File: config.mk
export PLATFORM = sky130hd
export DESIGN_NAME = sacl_set_update
export DESIGN_NICKNAME = d
export VERILOG_FILES = /design/src/rtl/sacl_pkg.sv /design/src/rtl/sacl_set_update.sv
export SDC_FILE = /design/constraint.sdc
export NUM_CORES = 1
export LEC_CHECK = 0
export BUFFER_PORTS_ARGS = -buffer_cell sky130_fd_sc_hd__buf_2
export CORE_AREA = 2 2 343 345
export DETAILED_ROUTE_END_ITERATION = 10
export DIE_AREA = 0 0 345 347
export GPL_TIMING_DRIVEN = 0
export PLACE_DENSITY_LB_ADDON = 0.2
export SYNTH_ARGS = -nofsm -noshare
export SYNTH_HDL_FRONTEND = slang
export SYNTH_SLANG_ARGS = --single-unit
File: constraint.sdc
create_clock -name vclk -period 7.8
set_clock_uncertainty 0.1 [all_clocks]
set_input_delay 1.17 -clock vclk [all_inputs]
set_output_delay 1.17 -clock vclk [all_outputs]
set_load 0.01 [all_outputs]
File: src/rtl/sacl_pkg.sv
// shared constants, types and helpers for the set-associative cache lookup
package sacl_pkg;

   // fixed field widths
   localparam int ADDR_W   = 48;
   localparam int CNT_W    = 32;
   localparam int AGE_W    = 3;
   localparam int LIMIT_W  = AGE_W + 1;
   localparam int OFFS_W   = 4;
   localparam int IDXB_W   = 3;
   localparam int WAYS_W   = 4;
   localparam int SHAMT_W  = 5;
   localparam int CSR_DW   = 32;
   localparam int CSR_AW   = 4;

   // raw set index before folding onto the sets present
   localparam int RAW_IDX_W = 7;
   localparam int RAW_SETS  = 1 << RAW_IDX_W;

   localparam logic [AGE_W-1:0]   AGE_MAX   = '1;
   localparam logic [LIMIT_W-1:0] AGE_LIMIT = LIMIT_W'(1) << AGE_W;
   localparam logic [CNT_W-1:0]   CNT_MAX   = '1;

   // parameter defaults
   localparam int DEF_NUM_SETS  = 64;
   localparam int DEF_NUM_WAYS  = 8;
   localparam int DEF_ADDR_BITS = 48;

   // access kind
   localparam logic MODE_WRITE = 1'b1;

   typedef enum logic {
      POLICY_LRU  = 1'b0,
      POLICY_FIFO = 1'b1
   } policy_type;

   typedef enum logic [1:0] {
      REG_POLICY = 2'd0,
      REG_OFFSET = 2'd1,
      REG_INDEX  = 2'd2,
      REG_WAYS   = 2'd3
   } csr_reg_type;

   // register reset values
   localparam logic [OFFS_W-1:0] RST_OFFSET = 4'd2;
   localparam logic [IDXB_W-1:0] RST_INDEX  = 3'd0;
   localparam logic [WAYS_W-1:0] RST_WAYS   = 4'd1;

   // control from the top level into the set update logic
   typedef struct packed {
      policy_type        policy;
      logic [WAYS_W-1:0] ways_in_use;
   } upd_ctrl_type;

   function automatic logic [CNT_W-1:0] sat_inc(input logic [CNT_W-1:0] v);
      sat_inc = (v == CNT_MAX) ? v : v + CNT_W'(1);
   endfunction

endpackage

File: src/rtl/sacl_set_update.sv
// tag compare, victim choice and age update for one set row
module sacl_set_update
   import sacl_pkg::*;
#(
   parameter int NUM_WAYS = DEF_NUM_WAYS,
   parameter int TAG_W    = ADDR_W
) (
   input  logic [NUM_WAYS*(1+AGE_W+TAG_W)-1:0] row_in,
   input  logic [TAG_W-1:0]                    tag_in,
   input  upd_ctrl_type                        ctrl,
   output logic [NUM_WAYS*(1+AGE_W+TAG_W)-1:0] row_out,
   output logic                                hit
);

   typedef struct packed {
      logic             valid;
      logic [AGE_W-1:0] age;
      logic [TAG_W-1:0] tag;
   } way_type;

   way_type [NUM_WAYS-1:0] ways_rd;
   way_type [NUM_WAYS-1:0] ways_wr;

   logic [NUM_WAYS-1:0] en;
   logic [NUM_WAYS-1:0] match;
   logic [NUM_WAYS-1:0] inval;
   logic [NUM_WAYS-1:0] hit_oh;
   logic [NUM_WAYS-1:0] fill_oh;
   logic [NUM_WAYS-1:0] victim_oh;
   logic [NUM_WAYS-1:0] sel;
   logic                any_inv;
   logic                do_age;
   logic [AGE_W-1:0]    sel_age;
   logic [LIMIT_W-1:0]  limit;

   assign ways_rd = row_in;
   assign row_out = ways_wr;

   always_comb begin
      for (int i = 0; i < NUM_WAYS; i++) begin
         en[i]    = (i == 0) || (i < int'(ctrl.ways_in_use));
         match[i] = en[i] && ways_rd[i].valid && (ways_rd[i].tag == tag_in);
         inval[i] = en[i] && !ways_rd[i].valid;
      end
   end

   // lowest set bit
   assign hit_oh  = match & (~match + NUM_WAYS'(1));
   assign fill_oh = inval & (~inval + NUM_WAYS'(1));
   assign hit     = |match;
   assign any_inv = |inval;

   // oldest way in use, lowest number on a tie
   always_comb begin
      for (int i = 0; i < NUM_WAYS; i++) begin
         victim_oh[i] = en[i];
         for (int j = 0; j < NUM_WAYS; j++) begin
            if (j < i && en[j] && !(ways_rd[j].age < ways_rd[i].age)) begin
               victim_oh[i] = 1'b0;
            end
            if (j > i && en[j] && (ways_rd[j].age > ways_rd[i].age)) begin
               victim_oh[i] = 1'b0;
            end
         end
      end
   end

   assign sel = hit ? hit_oh : (any_inv ? fill_oh : victim_oh);

   always_comb begin
      sel_age = '0;
      for (int i = 0; i < NUM_WAYS; i++) begin
         sel_age = sel_age | (ways_rd[i].age & {AGE_W{sel[i]}});
      end
   end

   // a fresh fill ages every valid way, otherwise only the younger ones; a FIFO hit ages none
   assign limit  = (!hit && any_inv) ? AGE_LIMIT : {1'b0, sel_age};
   assign do_age = !(hit && (ctrl.policy == POLICY_FIFO));

   always_comb begin
      for (int i = 0; i < NUM_WAYS; i++) begin
         ways_wr[i] = ways_rd[i];
         if (do_age) begin
            if (sel[i]) begin
               ways_wr[i].age = '0;
            end else if (en[i] && ways_rd[i].valid && ({1'b0, ways_rd[i].age} < limit)
                         && (ways_rd[i].age != AGE_MAX)) begin
               ways_wr[i].age = ways_rd[i].age + AGE_W'(1);
            end
         end
         if (sel[i] && !hit) begin
            ways_wr[i].valid = 1'b1;
            ways_wr[i].tag   = tag_in;
         end
      end
   end

endmodule

==> impl_results.rst <==
.. list-table::
   :header-rows: 1

   * - Metric
     - Value
   * - Run status
     - completed
   * - P_leak
     - between 8 and 9 nW
   * - Routed length on met3
     - 12300 um
   * - Avg Inst Size Synth
     - 8.25 sq um
   * - Tightest Pin Transition
     - about 1500 ps
   * - Count of unique library cells instantiated by Yosys
     - 79
   * - MaxCap Viol Count
     - 0
   * - Core Area
     - approximately 0.12 sq mm
   * - Setup total negative slack
     - 0 ps
   * - Initial Util
     - 0.113
   * - Non-filler cells in the finished layout
     - 3992
   * - Largest voltage drop on the vdd net
     - about 0.033 mV
   * - Area used by sequential logic in the layout
     - 0 sq um
   * - Final worst path period share
     - 0.982
   * - Post-route DRC
     - 0
   * - Crit path time final
     - between 7000 and 8000 ps
   * - Startpoint-to-endpoint class of the critical path
     - primary input to output port
   * - First-pass GRT wire length
     - between 200000 and 250000 um
   * - Gp weighted congestion
     - 0.968
   * - Critical path, cell by cell
     - buf_2 -> xnor2_2 -> nand4_1 -> nor4_2 -> buf_4 -> nand4_1 -> o2111ai_4 -> a211o_2 -> nand2_1 -> inv_1 -> nor2_1 -> a221oi_1 -> o2111ai_1 -> nand2_2 -> ha_1 -> a211o_1 -> a21oi_1 -> o21ai_0 -> or4_1 -> o21ai_0 -> buf_2
   * - Standard cell with the maximum stage delay on the critical path
     - xnor2_2
   * - Amount of wire on met2 after detailed routing
     - 77200 um
   * - Worst setup SP type
     - primary input
   * - Critical path's largest stage delay
     - around 400 ps
   * - Post-Route M1 WL
     - about 67000 um
   * - Fraction of layout instances using a drive strength above 1
     - 0.594
   * - Core occupancy in the finished layout
     - 0.173
   * - Yosys synthesis warning count
     - 0
   * - GRT Overall Usage
     - 0.261
   * - Maximum number of pins on one net before global-route repair
     - 12
   * - Number of antenna violations at the first check in global routing
     - slightly above 60
   * - Vias in the first global route
     - around 17000
   * - Synthesized instance count
     - approximately 1600
   * - Maximum clock rate
     - between 100 and 150 MHz
   * - Total of hold buffers inserted after clock tree synthesis
     - 0
   * - Via Count
     - ~18000
   * - Pwr Density
     - approximately 75 mW/mm^2
   * - Post-placement cell count
     - around 3900
   * - TritonRoute pass-1 iters
     - 5
   * - Final slew viol count
     - 0
   * - Via count normalized by instance count
     - ~4.4
   * - Final Power
     - between 1.5 and 2 mW
   * - Floorplan die height
     - approximately 350 um
   * - Critical path data required time
     - between 6000 and 7000 ps
   * - Number of violations reported at the end of detailed-routing iteration 0
     - 1491
   * - Area delta synth->final
     - 53.5%
   * - Remaining global-route overflow
     - 0
   * - Number of buffers and inverters on the critical path
     - 4
   * - Standard-cell row count
     - between 100 and 150
   * - Final sequential cell count
     - 0
   * - Total standard cell area after synthesis
     - around 0.013 sq mm
   * - Max-slew headroom
     - 0.0209
   * - Remaining number of nets flagged by the antenna check after routing
     - 0
   * - Top routing layer used
     - met5
   * - Peak fanout along the critical path
     - 7
   * - Ports placed on the boundary
     - 886
   * - Final nets
     - 3000
   * - Total Routed Length
     - roughly 160000 um
   * - Critical path data arrival time
     - around 6400 ps
   * - Type of the most critical hold path
     - primary input to output port
   * - Category of the worst setup path capture point
     - output port
   * - Width of the die
     - between 300 and 400 um
   * - Final Hold Fails
     - 0
   * - Mapped Nets
     - between 2000 and 2500
   * - IO Port Bufs
     - 837
   * - Total of clock buffers placed in the layout
     - 0
   * - Sequential cell area fraction in the yosys report
     - 0
   * - HPWL after detailed placement
     - 142000 um
   * - Count of final setup violators
     - 0
   * - Area of the die
     - roughly 0.12 sq mm
   * - Average wire per standard cell
     - approximately 41 um
   * - Layout fillers
     - 13400
   * - Family with the most delay on the worst path
     - simple AND/OR/NAND/NOR gates
-- synthesized netlist by cell type, drive strengths merged (4+ instances only) --
master   count  share of area
clkbuf      32         0.0092
a211o        5         0.0034
inv         38          0.011
buf        119          0.048
nor2b       16         0.0077
nand4       86          0.042
nor4        39          0.024
nand2b      21          0.010
a22oi        4         0.0027
o32ai        4         0.0027
o2111ai      8         0.0067
nor3        26          0.010
a21oi       30          0.012
ha          92          0.088
or2          9         0.0043
a21o        18          0.010
nor2        38          0.011
o21a         6         0.0035
xor2        82          0.055
a22o        11         0.0074
or3          4         0.0023
mux2       379           0.33
xnor2      297           0.20
mux2i        4         0.0031
and3         5         0.0028
nand2       63          0.018
a31oi       14         0.0067
a211oi       9         0.0065
nand3       16         0.0061
o211ai       6         0.0038
o21ai       47          0.018
-- metal layers --
metal	GRT usage	up-vias
met5	0	-
met2	0.442	1023
met4	0.101	48
met1	0.320	8907
li1	-	7496
met3	0.0563	233
-- logic make-up after synthesis --
group,share of synthesized area
fa+ha+maj,0.0884
mux,0.331
simple gates,0.149
compound gates,0.108
xor+xnor,0.255
buf+inv,0.0688
-- worst paths after layout --
path   startpoint      endpoint  depth (start not counted)
max    tag_in[17]   row_out[48]                         21
min   row_in[143]  row_out[143]                          3
-- cell type report --
cell class	instances	area [sq um]	area share
tap	1524	1910	0.0954
inverter	39	154	0.00770
antenna	31	77.6	0.00388
timing repair buffer	859	4370	0.218
buffer	150	887	0.0444
multi-input combinational	1389	12600	0.630
-- repair_timing --
action	in CTS	in global routing
setup buffers	8	6
gates cloned	0	0
gates resized for setup	90	23
pin swaps	13	8
setup endpoints to repair	321	16
-- stage by stage --
step	hold WS (ps)	area (sq um)	worst slack [ps]
3_5_place_dp	2580	19300	-1990
3_3_place_gp	2580	19100	-2360
4_1_cts	2580	19700	-22.0
6_report	2580	20000	138
5_1_grt	2600	19900	-9.08
2_1_floorplan	2350	13000	1400
-- power breakdown --
part	internal, mW	leakage [nW]	switching, mW
registers	0	0	0
clock network	0.0000000571	0.000198	0
logic	0.543	8.59	0.962
-- layout by cell type, fill, tap and decap left out, drive strengths merged, types with 6 or more instances in the layout --
cell,n
nand2b,21
o21a,6
xor2,82
clkbuf,34
a22o,11
a211oi,9
or2,9
a21o,18
nor2,38
buf,974
nand2,63
inv,36
o211ai,6
nor4,39
nor2b,16
nor3,26
nand3,16
diode,31
o2111ai,8
mux2,379
xnor2,297
nand4,86
ha,92
a31oi,14
o21ai,47
a21oi,30
Note: power is estimated with default switching activity, not from simulation.
